===== src/rtl/lfs_pkg.sv =====
// Package for the launcher firing sequencer: state, command and status codes,
// payload and configuration structs, queue sizing. Depends on nothing.
`default_nettype none
package lfs_pkg;

    localparam int TIMER_BITS  = 24;
    localparam int CMP_W       = (TIMER_BITS > 24) ? TIMER_BITS : 24;
    localparam int QUEUE_DEPTH = 2;
    localparam int QPTR_W      = (QUEUE_DEPTH > 1) ? $clog2(QUEUE_DEPTH) : 1;
    localparam int QCNT_W      = $clog2(QUEUE_DEPTH + 1);
    localparam int PADDR_W     = 5;

    localparam logic [TIMER_BITS-1:0] TIMER_MAX      = {TIMER_BITS{1'b1}};
    localparam logic [TIMER_BITS-1:0] COOLDOWN_TICKS = TIMER_BITS'(100);
    localparam logic [6:0]            POWER_MAX      = 7'd100;
    localparam logic [11:0]           PULSE_MAX      = 12'd4095;

    localparam logic [2:0] MODE_TICK     = 3'd0;
    localparam logic [2:0] MODE_ARM      = 3'd1;
    localparam logic [2:0] MODE_DISARM   = 3'd2;
    localparam logic [2:0] MODE_FIRE     = 3'd3;
    localparam logic [2:0] MODE_CALIB    = 3'd4;
    localparam logic [2:0] MODE_ESCTEST  = 3'd5;
    localparam logic [2:0] MODE_ACTIVITY = 3'd6;

    localparam logic [2:0] REG_ARM_DELAY    = 3'd0;
    localparam logic [2:0] REG_SPINUP       = 3'd1;
    localparam logic [2:0] REG_BRAKE        = 3'd2;
    localparam logic [2:0] REG_AUTO_DISARM  = 3'd3;
    localparam logic [2:0] REG_SHOT_DUR     = 3'd4;
    localparam logic [2:0] REG_NEUTRAL      = 3'd5;
    localparam logic [2:0] REG_PUSH_OFFSET  = 3'd6;
    localparam logic [2:0] REG_BRAKE_OFFSET = 3'd7;

    localparam logic [3:0] STS_NONE      = 4'd0;
    localparam logic [3:0] STS_ARMING    = 4'd1;
    localparam logic [3:0] STS_ARMED     = 4'd2;
    localparam logic [3:0] STS_DISARMING = 4'd3;
    localparam logic [3:0] STS_DISARMED  = 4'd4;
    localparam logic [3:0] STS_SPINUP    = 4'd5;
    localparam logic [3:0] STS_SHOT_DONE = 4'd6;
    localparam logic [3:0] STS_ESCTEST   = 4'd7;
    localparam logic [3:0] STS_ARM_FIRST = 4'd8;
    localparam logic [3:0] STS_CALIB     = 4'd9;
    localparam logic [3:0] STS_CAL_DONE  = 4'd10;

    localparam logic [1:0] LINK_NONE   = 2'd0;
    localparam logic [1:0] LINK_ATTACH = 2'd1;
    localparam logic [1:0] LINK_DETACH = 2'd2;

    typedef enum logic [3:0] {
        ST_IDLE      = 4'd0,
        ST_ARMING    = 4'd1,
        ST_ARMED     = 4'd2,
        ST_DISARMING = 4'd3,
        ST_DISARMED  = 4'd4,
        ST_SPINUP    = 4'd5,
        ST_PUSH      = 4'd6,
        ST_BRAKE     = 4'd7,
        ST_COOLDOWN  = 4'd8,
        ST_ESCTEST   = 4'd9,
        ST_CALIB     = 4'd10
    } t_state;

    typedef enum logic [2:0] {
        CMD_TICK,
        CMD_ARM,
        CMD_DISARM,
        CMD_FIRE,
        CMD_CALIB,
        CMD_ESCTEST,
        CMD_ACTIVITY,
        CMD_NONE
    } t_cmd;

    typedef struct packed {
        logic [2:0] mode;
        logic [6:0] power;
    } t_in_word;

    typedef struct packed {
        logic [3:0]  fsm_state;
        logic        armed;
        logic        power_valid;
        logic [6:0]  power_value;
        logic        servo_valid;
        logic [11:0] servo_pulse;
        logic [1:0]  esc_link;
        logic [1:0]  shot_link;
        logic [3:0]  status;
    } t_out_word;

    typedef struct packed {
        t_cmd       cmd;
        logic [6:0] power;
    } t_cmd_word;

    typedef struct packed {
        logic full;
        logic empty;
    } t_queue_status;

    typedef struct packed {
        logic [15:0] arm_delay_ticks;
        logic [15:0] spinup_ticks;
        logic [15:0] brake_ticks;
        logic [23:0] disarm_timeout;
        logic [15:0] shot_duration_ms;
        logic [11:0] shot_neutral_us;
        logic [11:0] push_offset_us;
        logic [11:0] brake_offset_us;
    } t_cfg;

endpackage
`default_nettype wire


===== src/rtl/lfs_cfg_regs.sv =====
// Configuration register bank with an APB-style write and read port.
// Depends on lfs_pkg for the register indexes and the configuration struct.
`default_nettype none
module lfs_cfg_regs
    import lfs_pkg::*;
(
    input  wire logic               i_clk,
    input  wire logic               i_rst_n,
    input  wire logic               psel,
    input  wire logic               penable,
    input  wire logic               pwrite,
    input  wire logic [PADDR_W-1:0] paddr,
    input  wire logic [31:0]        pwdata,
    output logic      [31:0]        prdata,
    output logic                    pready,
    output t_cfg                    o_cfg
);

    t_cfg       r_cfg;
    logic [2:0] idx;
    logic       wr_en;

    assign idx    = paddr[PADDR_W-1:2];
    assign wr_en  = psel && penable && pwrite;
    assign pready = 1'b1;
    assign o_cfg  = r_cfg;

    always_ff @(posedge i_clk) begin
        if (!i_rst_n) begin
            r_cfg.arm_delay_ticks  <= 16'd2000;
            r_cfg.spinup_ticks     <= 16'd300;
            r_cfg.brake_ticks      <= 16'd100;
            r_cfg.disarm_timeout   <= 24'd60000;
            r_cfg.shot_duration_ms <= 16'd150;
            r_cfg.shot_neutral_us  <= 12'd1500;
            r_cfg.push_offset_us   <= 12'd500;
            r_cfg.brake_offset_us  <= 12'd200;
        end else if (wr_en) begin
            unique case (idx)
                REG_ARM_DELAY:    r_cfg.arm_delay_ticks  <= pwdata[15:0];
                REG_SPINUP:       r_cfg.spinup_ticks     <= pwdata[15:0];
                REG_BRAKE:        r_cfg.brake_ticks      <= pwdata[15:0];
                REG_AUTO_DISARM:  r_cfg.disarm_timeout   <= pwdata[23:0];
                REG_SHOT_DUR:     r_cfg.shot_duration_ms <= pwdata[15:0];
                REG_NEUTRAL:      r_cfg.shot_neutral_us  <= pwdata[11:0];
                REG_PUSH_OFFSET:  r_cfg.push_offset_us   <= pwdata[11:0];
                REG_BRAKE_OFFSET: r_cfg.brake_offset_us  <= pwdata[11:0];
                default: ;
            endcase
        end
    end

    always_comb begin
        unique case (idx)
            REG_ARM_DELAY:    prdata = 32'(r_cfg.arm_delay_ticks);
            REG_SPINUP:       prdata = 32'(r_cfg.spinup_ticks);
            REG_BRAKE:        prdata = 32'(r_cfg.brake_ticks);
            REG_AUTO_DISARM:  prdata = 32'(r_cfg.disarm_timeout);
            REG_SHOT_DUR:     prdata = 32'(r_cfg.shot_duration_ms);
            REG_NEUTRAL:      prdata = 32'(r_cfg.shot_neutral_us);
            REG_PUSH_OFFSET:  prdata = 32'(r_cfg.push_offset_us);
            REG_BRAKE_OFFSET: prdata = 32'(r_cfg.brake_offset_us);
            default:          prdata = 32'd0;
        endcase
    end

endmodule
`default_nettype wire


===== src/rtl/lfs_front.sv =====
// Front end: accepts input words, decodes the mode and clamps the power.
// Depends on lfs_pkg for the payload and command types.
`default_nettype none
module lfs_front
    import lfs_pkg::*;
(
    input  wire logic          i_in_valid,
    output logic               o_in_ready,
    input  t_in_word           i_in_word,
    input  t_queue_status      i_queue_status,
    output logic               o_push,
    output t_cmd_word          o_cmd_word
);

    assign o_in_ready = !i_queue_status.full;
    assign o_push     = i_in_valid && !i_queue_status.full;

    always_comb begin
        o_cmd_word.power = (i_in_word.power > POWER_MAX) ? POWER_MAX : i_in_word.power;
        unique case (i_in_word.mode)
            MODE_TICK:     o_cmd_word.cmd = CMD_TICK;
            MODE_ARM:      o_cmd_word.cmd = CMD_ARM;
            MODE_DISARM:   o_cmd_word.cmd = CMD_DISARM;
            MODE_FIRE:     o_cmd_word.cmd = CMD_FIRE;
            MODE_CALIB:    o_cmd_word.cmd = CMD_CALIB;
            MODE_ESCTEST:  o_cmd_word.cmd = CMD_ESCTEST;
            MODE_ACTIVITY: o_cmd_word.cmd = CMD_ACTIVITY;
            default:       o_cmd_word.cmd = CMD_NONE;
        endcase
    end

endmodule
`default_nettype wire


===== src/rtl/lfs_queue.sv =====
// Short register queue of decoded command words between front and back end.
// Depends on lfs_pkg for the word type and the queue depth.
`default_nettype none
module lfs_queue
    import lfs_pkg::*;
(
    input  wire logic     i_clk,
    input  wire logic     i_rst_n,
    input  wire logic     i_push,
    input  t_cmd_word     i_word,
    input  wire logic     i_pop,
    output t_cmd_word     o_word,
    output t_queue_status o_status
);

    t_cmd_word         r_mem [QUEUE_DEPTH];
    logic [QPTR_W-1:0] r_wr_ptr, r_rd_ptr;
    logic [QCNT_W-1:0] r_count;
    logic              do_push, do_pop;

    assign o_status.full  = (r_count == QCNT_W'(QUEUE_DEPTH));
    assign o_status.empty = (r_count == '0);
    assign o_word         = r_mem[r_rd_ptr];
    assign do_push        = i_push && !o_status.full;
    assign do_pop         = i_pop && !o_status.empty;

    function automatic logic [QPTR_W-1:0] ptr_next(input logic [QPTR_W-1:0] p);
        return (p == QPTR_W'(QUEUE_DEPTH - 1)) ? '0 : p + 1'b1;
    endfunction

    always_ff @(posedge i_clk) begin
        if (!i_rst_n) begin
            r_wr_ptr <= '0;
            r_rd_ptr <= '0;
            r_count  <= '0;
        end else begin
            if (do_push) begin
                r_wr_ptr <= ptr_next(r_wr_ptr);
            end
            if (do_pop) begin
                r_rd_ptr <= ptr_next(r_rd_ptr);
            end
            if (do_push && !do_pop) begin
                r_count <= r_count + 1'b1;
            end else if (do_pop && !do_push) begin
                r_count <= r_count - 1'b1;
            end
        end
    end

    always_ff @(posedge i_clk) begin
        if (do_push) begin
            r_mem[r_wr_ptr] <= i_word;
        end
    end

endmodule
`default_nettype wire


===== src/rtl/lfs_back.sv =====
// Back end: carries out commands and ticks on the sequencer state and drives
// the registered result word. Depends on lfs_pkg.
`default_nettype none
module lfs_back
    import lfs_pkg::*;
(
    input  wire logic      i_clk,
    input  wire logic      i_rst_n,
    input  t_cfg           i_cfg,
    input  t_queue_status  i_queue_status,
    input  t_cmd_word      i_word,
    output logic           o_pop,
    output logic           o_out_valid,
    input  wire logic      i_out_ready,
    output t_out_word      o_out_word
);

    t_state                r_cur, n_cur, r_pend, n_pend;
    logic                  r_armed, n_armed;
    logic [6:0]            r_target, n_target;
    logic [TIMER_BITS-1:0] r_stimer, n_stimer, r_itimer, n_itimer;
    logic [TIMER_BITS-1:0] st_inc, it_inc;
    logic                  r_out_valid, n_out_valid;
    t_out_word             r_out, n_out, res;
    logic [12:0]           push_sum;
    logic                  auto_disarm;

    assign o_pop       = !i_queue_status.empty && (!r_out_valid || i_out_ready);
    assign o_out_valid = r_out_valid;
    assign o_out_word  = r_out;

    assign st_inc   = (r_stimer == TIMER_MAX) ? TIMER_MAX : r_stimer + 1'b1;
    assign it_inc   = (r_itimer == TIMER_MAX) ? TIMER_MAX : r_itimer + 1'b1;
    assign push_sum = {1'b0, i_cfg.shot_neutral_us} + {1'b0, i_cfg.push_offset_us};
    assign auto_disarm = r_armed && (r_cur == ST_ARMED || r_cur == ST_IDLE)
                         && (CMP_W'(it_inc) > CMP_W'(i_cfg.disarm_timeout));

    always_ff @(posedge i_clk) begin
        if (!i_rst_n) begin
            r_cur       <= ST_IDLE;
            r_pend      <= ST_IDLE;
            r_armed     <= 1'b0;
            r_target    <= '0;
            r_stimer    <= '0;
            r_itimer    <= '0;
            r_out_valid <= 1'b0;
        end else begin
            r_cur       <= n_cur;
            r_pend      <= n_pend;
            r_armed     <= n_armed;
            r_target    <= n_target;
            r_stimer    <= n_stimer;
            r_itimer    <= n_itimer;
            r_out_valid <= n_out_valid;
        end
    end

    always_ff @(posedge i_clk) begin
        r_out <= n_out;
    end

    always_comb begin
        n_cur    = r_cur;
        n_pend   = r_pend;
        n_armed  = r_armed;
        n_target = r_target;
        n_stimer = r_stimer;
        n_itimer = r_itimer;
        res      = '0;

        unique case (i_word.cmd)
            CMD_TICK: begin
                if (r_pend != r_cur) begin
                    n_cur    = r_pend;
                    n_stimer = '0;
                    unique case (r_pend)
                        ST_ARMING: begin
                            res.esc_link = LINK_ATTACH;
                            res.status   = STS_ARMING;
                        end
                        ST_ARMED: begin
                            n_armed    = 1'b1;
                            res.status = STS_ARMED;
                        end
                        ST_DISARMING: begin
                            n_armed    = 1'b0;
                            res.status = STS_DISARMING;
                        end
                        ST_DISARMED: begin
                            res.esc_link  = LINK_DETACH;
                            res.shot_link = LINK_DETACH;
                            res.status    = STS_DISARMED;
                        end
                        ST_SPINUP: begin
                            res.power_valid = 1'b1;
                            res.power_value = r_target;
                            res.status      = STS_SPINUP;
                        end
                        ST_PUSH: begin
                            res.shot_link   = LINK_ATTACH;
                            res.servo_valid = 1'b1;
                            res.servo_pulse = push_sum[12] ? PULSE_MAX : push_sum[11:0];
                        end
                        ST_BRAKE: begin
                            res.servo_valid = 1'b1;
                            res.servo_pulse =
                                (i_cfg.brake_offset_us > i_cfg.shot_neutral_us) ? 12'd0
                                : i_cfg.shot_neutral_us - i_cfg.brake_offset_us;
                        end
                        ST_COOLDOWN: begin
                            res.servo_valid = 1'b1;
                            res.servo_pulse = i_cfg.shot_neutral_us;
                            res.power_valid = 1'b1;
                        end
                        ST_IDLE: begin
                            if (r_cur == ST_COOLDOWN) begin
                                res.shot_link = LINK_DETACH;
                                res.status    = STS_SHOT_DONE;
                            end
                        end
                        ST_ESCTEST: begin
                            res.power_valid = 1'b1;
                            res.power_value = r_target;
                            res.status      = STS_ESCTEST;
                        end
                        default: ;
                    endcase
                end else begin
                    n_stimer = st_inc;
                    n_itimer = it_inc;
                    if (auto_disarm) begin
                        n_pend = ST_DISARMING;
                    end else begin
                        unique case (r_cur)
                            ST_ARMING: begin
                                if (st_inc >= TIMER_BITS'(i_cfg.arm_delay_ticks)) begin
                                    n_pend = ST_ARMED;
                                end
                            end
                            ST_DISARMING: n_pend = ST_DISARMED;
                            ST_SPINUP: begin
                                if (st_inc >= TIMER_BITS'(i_cfg.spinup_ticks)) n_pend = ST_PUSH;
                            end
                            ST_PUSH: begin
                                if (st_inc >= TIMER_BITS'(i_cfg.shot_duration_ms)) begin
                                    n_pend = ST_BRAKE;
                                end
                            end
                            ST_BRAKE: begin
                                if (st_inc >= TIMER_BITS'(i_cfg.brake_ticks)) begin
                                    n_pend = ST_COOLDOWN;
                                end
                            end
                            ST_COOLDOWN: begin
                                if (st_inc >= COOLDOWN_TICKS) n_pend = ST_ARMED;
                            end
                            default: ;
                        endcase
                    end
                end
            end
            CMD_ARM: begin
                n_itimer = '0;
                if (!r_armed && r_cur != ST_ARMING) begin
                    n_pend   = ST_ARMING;
                    n_stimer = '0;
                end
            end
            CMD_DISARM: begin
                if (r_cur == ST_CALIB) begin
                    n_cur      = ST_IDLE;
                    n_pend     = ST_IDLE;
                    res.status = STS_CAL_DONE;
                end else begin
                    n_pend   = ST_DISARMING;
                    n_stimer = '0;
                end
            end
            CMD_FIRE: begin
                if (!r_armed) begin
                    res.status = STS_ARM_FIRST;
                end else if (r_cur == ST_ARMED || r_cur == ST_IDLE) begin
                    n_target = i_word.power;
                    n_pend   = ST_SPINUP;
                    n_stimer = '0;
                    n_itimer = '0;
                end
            end
            CMD_CALIB: begin
                if (!r_armed) begin
                    res.status = STS_ARM_FIRST;
                end else begin
                    res.esc_link = LINK_ATTACH;
                    n_cur        = ST_CALIB;
                    n_pend       = ST_CALIB;
                    res.status   = STS_CALIB;
                end
            end
            CMD_ESCTEST: begin
                if (!r_armed) begin
                    res.status = STS_ARM_FIRST;
                end else begin
                    n_target = i_word.power;
                    n_pend   = ST_ESCTEST;
                    n_stimer = '0;
                    n_itimer = '0;
                end
            end
            CMD_ACTIVITY: n_itimer = '0;
            default: ;
        endcase

        res.fsm_state = n_cur;
        res.armed     = n_armed;

        n_out       = r_out;
        n_out_valid = r_out_valid;
        if (o_pop) begin
            n_out       = res;
            n_out_valid = 1'b1;
        end else if (i_out_ready) begin
            n_out_valid = 1'b0;
        end

        if (!o_pop) begin
            n_cur    = r_cur;
            n_pend   = r_pend;
            n_armed  = r_armed;
            n_target = r_target;
            n_stimer = r_stimer;
            n_itimer = r_itimer;
        end
    end

`ifndef SYNTH
    a_arm_entry: assert property (@(posedge i_clk) disable iff (!i_rst_n)
        (o_pop && i_word.cmd == CMD_TICK && r_pend == ST_ARMED && r_cur != ST_ARMED)
        |=> (r_armed && r_cur == ST_ARMED))
        else $error("armed state entered without setting the armed flag");
    a_cal_done_idle: assert property (@(posedge i_clk) disable iff (!i_rst_n)
        (r_out_valid && r_out.status == STS_CAL_DONE) |-> (r_out.fsm_state == ST_IDLE))
        else $error("calibration finished reported outside idle");
    a_power_zero: assert property (@(posedge i_clk) disable iff (!i_rst_n)
        (r_out_valid && !r_out.power_valid) |-> (r_out.power_value == 7'd0))
        else $error("power value without a power command");
    a_servo_zero: assert property (@(posedge i_clk) disable iff (!i_rst_n)
        (r_out_valid && !r_out.servo_valid) |-> (r_out.servo_pulse == 12'd0))
        else $error("servo pulse without a servo command");
`endif

endmodule
`default_nettype wire


===== src/rtl/launcher_firing_sequencer.sv =====
// Throughput: one word per cycle while words wait and the output is not held by i_out_ready.
// A two-entry queue parts front and back; the output register holds a result
// while the next word is taken. Reset (synchronous, active low) makes the
// state idle, disarms, clears the timers and loads the default configuration.
`default_nettype none
module launcher_firing_sequencer
    import lfs_pkg::*;
(
    input  wire logic               i_clk,
    input  wire logic               i_rst_n,
    input  wire logic               i_in_valid,
    output logic                    o_in_ready,
    input  t_in_word                i_in_word,
    output logic                    o_out_valid,
    input  wire logic               i_out_ready,
    output t_out_word               o_out_word,
    input  wire logic               psel,
    input  wire logic               penable,
    input  wire logic               pwrite,
    input  wire logic [PADDR_W-1:0] paddr,
    input  wire logic [31:0]        pwdata,
    output logic      [31:0]        prdata,
    output logic                    pready
);

    t_cfg          cfg;
    t_queue_status q_status;
    t_cmd_word     push_word, head_word;
    logic          push, pop;

    lfs_cfg_regs u_cfg (
        .i_clk   (i_clk),
        .i_rst_n (i_rst_n),
        .psel    (psel),
        .penable (penable),
        .pwrite  (pwrite),
        .paddr   (paddr),
        .pwdata  (pwdata),
        .prdata  (prdata),
        .pready  (pready),
        .o_cfg   (cfg)
    );

    lfs_front u_front (
        .i_in_valid     (i_in_valid),
        .o_in_ready     (o_in_ready),
        .i_in_word      (i_in_word),
        .i_queue_status (q_status),
        .o_push         (push),
        .o_cmd_word     (push_word)
    );

    lfs_queue u_queue (
        .i_clk    (i_clk),
        .i_rst_n  (i_rst_n),
        .i_push   (push),
        .i_word   (push_word),
        .i_pop    (pop),
        .o_word   (head_word),
        .o_status (q_status)
    );

    lfs_back u_back (
        .i_clk          (i_clk),
        .i_rst_n        (i_rst_n),
        .i_cfg          (cfg),
        .i_queue_status (q_status),
        .i_word         (head_word),
        .o_pop          (pop),
        .o_out_valid    (o_out_valid),
        .i_out_ready    (i_out_ready),
        .o_out_word     (o_out_word)
    );

endmodule
`default_nettype wire


===== config.mk =====
export PLATFORM = sky130hd
export DESIGN_NAME = launcher_firing_sequencer
export DESIGN_NICKNAME = d
export VERILOG_FILES = /design/src/rtl/lfs_pkg.sv /design/src/rtl/lfs_cfg_regs.sv /design/src/rtl/lfs_front.sv /design/src/rtl/lfs_queue.sv /design/src/rtl/lfs_back.sv /design/src/rtl/launcher_firing_sequencer.sv
export SDC_FILE = /design/constraint.sdc
export NUM_CORES = 1
export LEC_CHECK = 0
export ABC_AREA = 1
export BUFFER_PORTS_ARGS = -buffer_cell sky130_fd_sc_hd__buf_2
export CORE_MARGIN = 10
export CORE_UTILIZATION = 51
export DETAILED_ROUTE_END_ITERATION = 10
export GPL_ROUTABILITY_DRIVEN = 1
export PLACE_DENSITY = 0.7
export REMOVE_ABC_BUFFERS = 1
export SLEW_MARGIN = 30
export SYNTH_ARGS = -nofsm -noshare
export SYNTH_HDL_FRONTEND = slang
export SYNTH_SLANG_ARGS = --single-unit

===== constraint.sdc =====
create_clock -name i_clk -period 4.4 [get_ports i_clk]
set_input_delay 0.22 -clock i_clk [delete_from_list [all_inputs] [get_ports i_clk]]
set_output_delay 0.22 -clock i_clk [all_outputs]
set_load 0.05 [all_outputs]

; Word-level counts from Yosys, hierarchy flattened
; Memories as Yosys holds them, arrays and structs flattened. A register that Yosys moved wholly into a read port is not among the register bits.
; Cells that the tools add are included.
[totals]
mem_count = 1
mem_bits_rw = 20
regBits = 227
input_bits = 54
wordCells = 212
[memory_table]
columns = memory, words, word_bits, read_ports, rd_clocked_by_memory_dff, wr, line
row1 = u_queue.r_mem, 2, 10, 1, 1, 1, lfs_queue.sv:16  ; t_cmd_word r_mem [QUEUE_DEPTH];
[op_classes]
n_lt_le_gt_ge = 8
n_mux = 65
n_addsub = 8
reduce_logical = 49
n_eq_ne = 54
[ops]
columns = operator, count
row1 = 32-bit one-hot mux with 8 select lines, 1
row2 = 24-bit two-way mux, 9
row3 = 24-bit one-hot mux with 5 select lines, 1
row4 = 24-bit by 16-bit greater-or-equal comparator with 1-bit output, 4
row5 = 24-bit one-hot mux with 4 select lines, 1
row6 = 4-bit two-way mux, 17
row7 = "24-bit by 1-bit adder with 24-bit output, second input constant", 2
row8 = "24-bit equality test, second input constant", 2
row9 = 4-bit one-hot mux with 6 select lines, 2
row10 = 13-bit one-hot mux with 3 select lines, 1
row11 = "3-bit equality test, second input constant", 10
row12 = "4-bit by 3-bit equality test with 1-bit output, second input constant", 7
row13 = 7-bit two-way mux, 4
row14 = 4-bit one-hot mux with 7 select lines, 1
row15 = "24-bit by 7-bit greater-or-equal comparator with 1-bit output, second input constant", 1
row16 = 24-bit greater-than comparator, 1
row17 = 12-bit two-way mux, 2
row18 = 3-bit one-hot mux with 7 select lines, 1
row19 = "3-bit by 2-bit equality test with 1-bit output, second input constant", 6
row20 = 2-bit AND reduction, 9
row21 = "4-bit by 2-bit equality test with 1-bit output, second input constant", 4
row22 = "4-bit equality test, second input constant", 4
row23 = "4-bit by 2-bit != test with 1-bit output, second input constant", 4
row24 = 4-bit one-hot mux with 4 select lines, 1
row25 = 42 further kinds, 89

; Logic depth before layout (Yosys ltp)
[depth]
depth_word = 8
ltp_mapped = 31
mapped_depth_nobuf = 31

; Hierarchy
; Synthesis repeated with hierarchy kept, for this count alone.
[hier_totals]
hier_cells = 2290
hier_area_um2 = 15946.5
[modules_own_cells]
columns = module, instances, seq_area_each_um2, cells_each, area_each_um2
row1 = lfs_back, 1, 2322.2, 1369, 9073.7
row2 = lfs_cfg_regs, 1, 2482.4, 828, 5771.8
row3 = lfs_queue, 1, 700.7, 69, 973.4
row4 = lfs_front, 1, 0.0, 24, 127.6

; Worst setup path before layout
; Ideal clock, no wire load.
[synth_timing]
path_type = register to register
from = reg u_back.r_out_valid, in the netlist u_back.o_out_valid
to = reg u_queue.r_count[1]
arrival_ns = 3.639
required_time_ns = 4.278
path_slack_ns = 0.639
stages_incl_launch_ff = 11
setup_time_ns = 0.122
path_cell_list = dfxtp_1 inv_1 nor2_1 a21oi_1 inv_2 clkbuf_1 ha_1 a21oi_1 o21ai_0 o21ai_0 a21oi_1
[synth_between]
elab_chain_len = 7
word_cells_on_any_way = 9
cone_classes = 1 x mux / 8 x reduce/logical
[synth_rtl]
columns = item, line
row1 = from (decl), lfs_back.sv:23  ; logic r_out_valid, n_out_valid;
row2 = from (signal assigned), lfs_back.sv:54  ; r_out_valid <= n_out_valid;
row3 = 1-bit zero test (*), lfs_back.sv:28  ; assign o_pop = !i_queue_status.empty && (!r_out_valid || i_out_ready);
row4 = 1-bit logical OR (*), lfs_back.sv:28
row5 = 1-bit logical AND (*), lfs_back.sv:28
row6 = via pop, launcher_firing_sequencer.sv:29  ; logic push, pop;
row7 = 1-bit logical AND (*), lfs_queue.sv:25  ; assign do_pop = i_pop && !o_status.empty;
row8 = 1-bit zero test, lfs_queue.sv:43  ; if (do_push && !do_pop) begin
row9 = 1-bit logical AND, lfs_queue.sv:43
row10 = 2-bit two-way mux or 2-bit nonzero test (tied branches), -
row11 = to (signal assigned), lfs_queue.sv:44  ; r_count <= r_count + 1'b1;
row12 = to (signal assigned), lfs_queue.sv:46  ; r_count <= r_count - 1'b1;
row13 = to (decl), lfs_queue.sv:18  ; logic [QCNT_W-1:0] r_count;
; The timed path passes the listed nets; every way through them passes the cells marked *.
; A chain may end at the register's enable or synchronous reset.

; Worst setup path after layout
[layout_timing]
from = reg u_back.r_itimer[0]
to = reg u_back.r_pend[3]
[layout_between]
elab_chain_len = 7
word_cells_on_any_way = 15
cone_classes = 1 x add/sub / 1 x order compare / 7 x eq/ne / 4 x mux / 2 x reduce/logical
[layout_rtl]
columns = item, line
row1 = from (decl), lfs_back.sv:21  ; logic [TIMER_BITS-1:0] r_stimer, n_stimer, r_itimer, n_itimer;
row2 = from (signal assigned), lfs_back.sv:53  ; r_itimer <= n_itimer;
row3 = 24-bit by 1-bit adder with 24-bit output or 24-bit equality test (tied branches), lfs_back.sv:33  ; assign it_inc = (r_itimer == TIMER_MAX) ? TIMER_MAX : r_itimer + 1'b1;
row4 = 24-bit two-way mux (*), lfs_back.sv:33
row5 = 24-bit greater-than comparator (*), lfs_back.sv:36  ; && (CMP_W'(it_inc) > CMP_W'(i_cfg.disarm_timeout));
row6 = 1-bit logical AND (*), lfs_back.sv:36
row7 = 4-bit two-way mux, lfs_back.sv:131  ; if (auto_disarm) begin
row8 = 4-bit two-way mux, lfs_back.sv:73  ; if (r_pend != r_cur) begin
row9 = 4-bit one-hot mux with 6 select lines, lfs_back.sv:71  ; unique case (i_word.cmd)
row10 = to (signal assigned), lfs_back.sv:49  ; r_pend <= n_pend;
row11 = to (decl), lfs_back.sv:18  ; t_state r_cur, n_cur, r_pend, n_pend;
; Every way passes the cells marked *; elsewhere a longest branch is shown, timed or not. The select of a mux whose other input is x is not followed.

==> impl_summary.txt <==
----------------------------------------------------
[Status]
  Result of the run ... complete, no violations

[Finish]
  Final core occ ... 57.8%
  Final net count ... 2213
  Fraction of layout instances using a drive strength above 1 ... 11.5%
  Final Instance Count excl. Fillers ... 2445
  Antenna diode count ... 0
  Total non-filler cell area in the finished layout ... 16500 um^2
  Growth of design area from synthesis to finish ... 12.4%

[Route]
  Antenna-violating nets left ... 0
  Total iterations of the first detailed-routing run ... 5
  Remaining routing DRC violations ... 0
  Routed WL ... 39100 um
  Number of vias after detailed routing ... 13296
  Wire per inst ... 16.0 um
  Via/cell ratio ... 5.44
  Initial drt markers ... 921

[Floorplanning]
  Die ar. ... 35900 um^2
  Height of the chip ... 190 um
  FP Rows ... 62
  Horiz. Die Dim ... 190 um
  Starting Density ... 51.4%
  I/O Pins ... 123
  Std-Cell Core Area ... 28500 um^2

[Critical path]
  Setup slack of the worst register-to-register path ... 0.43 ns
  Type of origin of the critical path ... register
  Worst Setup Path Type ... reg2reg
  Largest stage delay, worst path ... 0.38 ns
  Origin of the critical flop-to-flop path ... u_back.r_itimer[0]
  Arrival time worst endpoint ... 4.39 ns
  Critical path data required time ... 4.82 ns
  Maximum fanout encountered on the critical timing path ... 8
  Top cell by count, worst path ... sky130_fd_sc_hd__nand2_1
  Depth of the worst register-to-register path ... 28
  CP endpoint kind ... register
  Cell with the largest stage delay on the worst path ... sky130_fd_sc_hd__dfxtp_1
  Cell type group with the largest total delay on the critical path ... simple AND/OR/NAND/NOR gates
  Capture point of the worst reg-to-reg path ... u_back.r_pend[3]
  Sum of buffers and inverters on the critical path ... 1

[Timing]
  Top achievable clock speed ... 252 MHz
  RSZ-0062 raised after global routing ... no
  Summed negative setup slack over all endpoints ... 0 ns
  Number of endpoints failing setup at the final stage ... 0
  Share of the clock period used by the worst path ... 90.3%
  Hold Worst Slack ... 0.0311 ns
  Number of pins exceeding their max-slew limit in the final report ... 0
  Slew Limit Headroom ... 37.5%
  Maximum clock skew at final layout ... 0.00851 ns
  Minimum clock period after layout ... 3.97 ns
  Transition at the pin with the smallest max-transition slack ... 0.935 ns
  Final Hold Violating Endpoints ... 0
  Final worst setup slack ... 0.428 ns

[Clock tree]
  Post CTS Setup Buffer Count ... 0
  Clock H-tree levels ... 1
  Clock buffer count from CTS ... 27
  CTS Root Cell ... sky130_fd_sc_hd__clkbuf_16
  Clock-pin slew reported for the worst setup and hold paths after clock tree synthesis ... 0.06 ns
  Clock insertion delay at the later pin of the skew report ... 0.53 ns
  CTS Buffer Depth ... 3
  TritonCTS clock tree ... yes
  Clock Sinks ... 248

[Min path]
  Hold EP ... u_cfg.o_cfg[112]
  Depth of the worst hold-timing path ... 3
  Kind of path behind the tightest hold check ... in2reg
  Origin of the worst min-delay path ... pwdata[4]

[Logic synthesis]
  Yosys warning count ... 0
  Simple logic cell fraction of the synthesized area ... 20.2%
  Share of synthesized area spent on multiplexers ... 0%
  Synth cell types ... 53
  Commonest cells in the synthesized netlist ... sky130_fd_sc_hd__nand2_1 (348), sky130_fd_sc_hd__inv_1 (252), sky130_fd_sc_hd__a21oi_1 (247), sky130_fd_sc_hd__dfxtp_1 (194), sky130_fd_sc_hd__o21ai_0 (164)
  Synth Cell Area ... 14700 um^2
  Fraction of synthesized cell area in xor and xnor cells ... 2.63%
  Mapped Avg Cell Area ... 7.52 um^2
  Area share of the leading cell type in the synthesized netlist ... 26.5%
  Number of synthesized flops with an enable pin ... 54
  Complex-gate fraction of the synthesized area ... 20.3%
  Combinational family with the most area after synthesis ... compound AO/OA/AOI/OAI gates
  Most common flop cell mapped by yosys ... sky130_fd_sc_hd__dfxtp_1
  Most repeated cell in the gate-level netlist after synthesis ... sky130_fd_sc_hd__nand2_1
  Fraction of the yosys area taken by sequential cells ... 37.5%
  Yosys top cell by area ... sky130_fd_sc_hd__dfxtp_1
  Post-synthesis register bit count ... 248
  Share of synthesized flip-flops with an asynchronous set or reset ... 0%
  Top post-synthesis cells by area ... sky130_fd_sc_hd__dfxtp_1 (26%), sky130_fd_sc_hd__edfxtp_1 (11%), sky130_fd_sc_hd__ha_1 (9.8%), sky130_fd_sc_hd__nand2_1 (8.9%), sky130_fd_sc_hd__a21oi_1 (8.4%)
  Number of standard cells after synthesis ... 1951
  Adder-Cell Fraction of Synth Area ... 10.1%

[GRT]
  Pin count of the biggest net entering global routing ... 112
  Global-route wire length before repair ... 63400 um
  Aggregate global routing overflow ... 0
  Number of antenna violations at the first check in global routing ... 0
  Via count of the first global-routing pass ... 12650
  Overall track demand over capacity in global routing ... 21.0%

[Placed design]
  Placed instance count ... 2378
  Dpl ws ... 0.348 ns
  Detailed-placement wirelength estimate ... 29300 um
  Number of buffer cells added on primary ports ... 103
  Placement-stage cell area ... 15400 um^2
  GPL Wtd Cong ... 0.879

[Power]
  Power Total ... 7.06 mW
  Largest vdd supply drop ... 0.259 mV
  Cell Pwr Density ... 428 nW/um^2
  Static Leak ... 7.20 nW

[Job]
  Count of maximum capacitance violations ... 0

----------------------------------------------------
-- sequential cells by signal, summed over array words and instances, names as in the netlist, 2 cells and up, named ones only --
register           count
u_back.r_target        7
u_back.r_cur           4
u_queue.r_count        2
u_back.r_pend          4
u_back.r_itimer       24
u_cfg.o_cfg          124
u_back.o_out_word     34
u_queue.r_mem         20
u_back.r_stimer       24
-- worst max-delay path by stage --
stage	from	endpoint	slack [ns]	depth (start not counted)
after detailed placement	u_back.r_itimer[0]	u_back.r_pend[0]	0.35	28
final	u_back.r_itimer[0]	u_back.r_pend[3]	0.43	28
after CTS	u_back.r_itimer[0]	u_back.r_pend[3]	0.30	28
after global placement	u_back.r_itimer[0]	u_back.r_pend[2]	0.45	29
after floorplan	u_back.o_out_valid	u_back.r_itimer[0]	-0.15	9
after global routing	u_back.r_itimer[0]	u_back.r_pend[3]	0.02	28
-- cell usage in the layout (no fill, tap or decap), types with 12 or more instances in the layout --
cell / Yosys / layout
sky130_fd_sc_hd__o211ai_1: 30 / 30
sky130_fd_sc_hd__dfxtp_1: 194 / 194
sky130_fd_sc_hd__edfxtp_1: 54 / 54
sky130_fd_sc_hd__nor3_1: 25 / 24
sky130_fd_sc_hd__a221oi_1: 12 / 12
sky130_fd_sc_hd__xor2_1: 26 / 26
sky130_fd_sc_hd__clkbuf_16: 0 / 27
sky130_fd_sc_hd__o22ai_1: 31 / 31
sky130_fd_sc_hd__xnor2_1: 18 / 18
sky130_fd_sc_hd__inv_1: 252 / 251
sky130_fd_sc_hd__a21oi_1: 247 / 246
sky130_fd_sc_hd__o21ai_0: 164 / 164
sky130_fd_sc_hd__nand3_1: 52 / 51
sky130_fd_sc_hd__dlygate4sd3_1: 0 / 19
sky130_fd_sc_hd__nand2_1: 348 / 347
sky130_fd_sc_hd__buf_2: 9 / 103
sky130_fd_sc_hd__a211oi_1: 18 / 18
sky130_fd_sc_hd__ha_1: 115 / 115
sky130_fd_sc_hd__nor2_1: 152 / 150
sky130_fd_sc_hd__nand2_2: 13 / 14
sky130_fd_sc_hd__nand4_1: 19 / 19
-- power breakdown --
| group | internal [mW] | switching, mW | total, mW |
|---|---|---|---|
| sequential | 2.65 | 0.144 | 2.79 |
| clock | 1.27 | 0.904 | 2.17 |
| combinational | 0.487 | 1.61 | 2.10 |
-- per-layer routing --
layer  wire length (um)  share of wire (%)  track usage [%]
met1              17000                 44             26.3
met2              18900                 48             37.0
met3               2270                5.8             3.06
met4                877                2.2             5.65
met5                  0                  0                0
-- what timing repair did --
item / in CTS / in global routing
setup endpoints to repair: 0 / 4
hold buffers: 19 / 0
resized for setup: 0 / 4
endpoints found under the hold margin: 25 / 0
-- cell families after synthesis --
| kind of cell | count (synthesis) |
|---|---|
| compound gates | 533 |
| xor+xnor | 44 |
| fa+ha+maj | 117 |
| buf+inv | 341 |
| flops | 248 |
| other cells | 2 |
| simple gates | 666 |
-- area by class of cell --
type                       count  area, um^2
inverter                     264         992
clock buffer                  43         821
tap                          384         480
multi-input combinational   1369        7880
timing repair buffer         132         785
clock inverter                 5        28.8
fill                        2671       12100
sequential                   248        5510
-- worst reg2reg max path: cells and delay by family (launching register included) --
| family | cells | cell delay [ns] |
|---|---|---|
| adder cells (fa/ha/maj) | 2 | 0.52 |
| flip-flops | 1 | 0.38 |
| buffers and inverters | 1 | 0.04 |
| AND/OR/NAND/NOR | 24 | 2.75 |
| AO/OA/AOI/OAI | 1 | 0.16 |
Power figures use the tool's default switching activity.
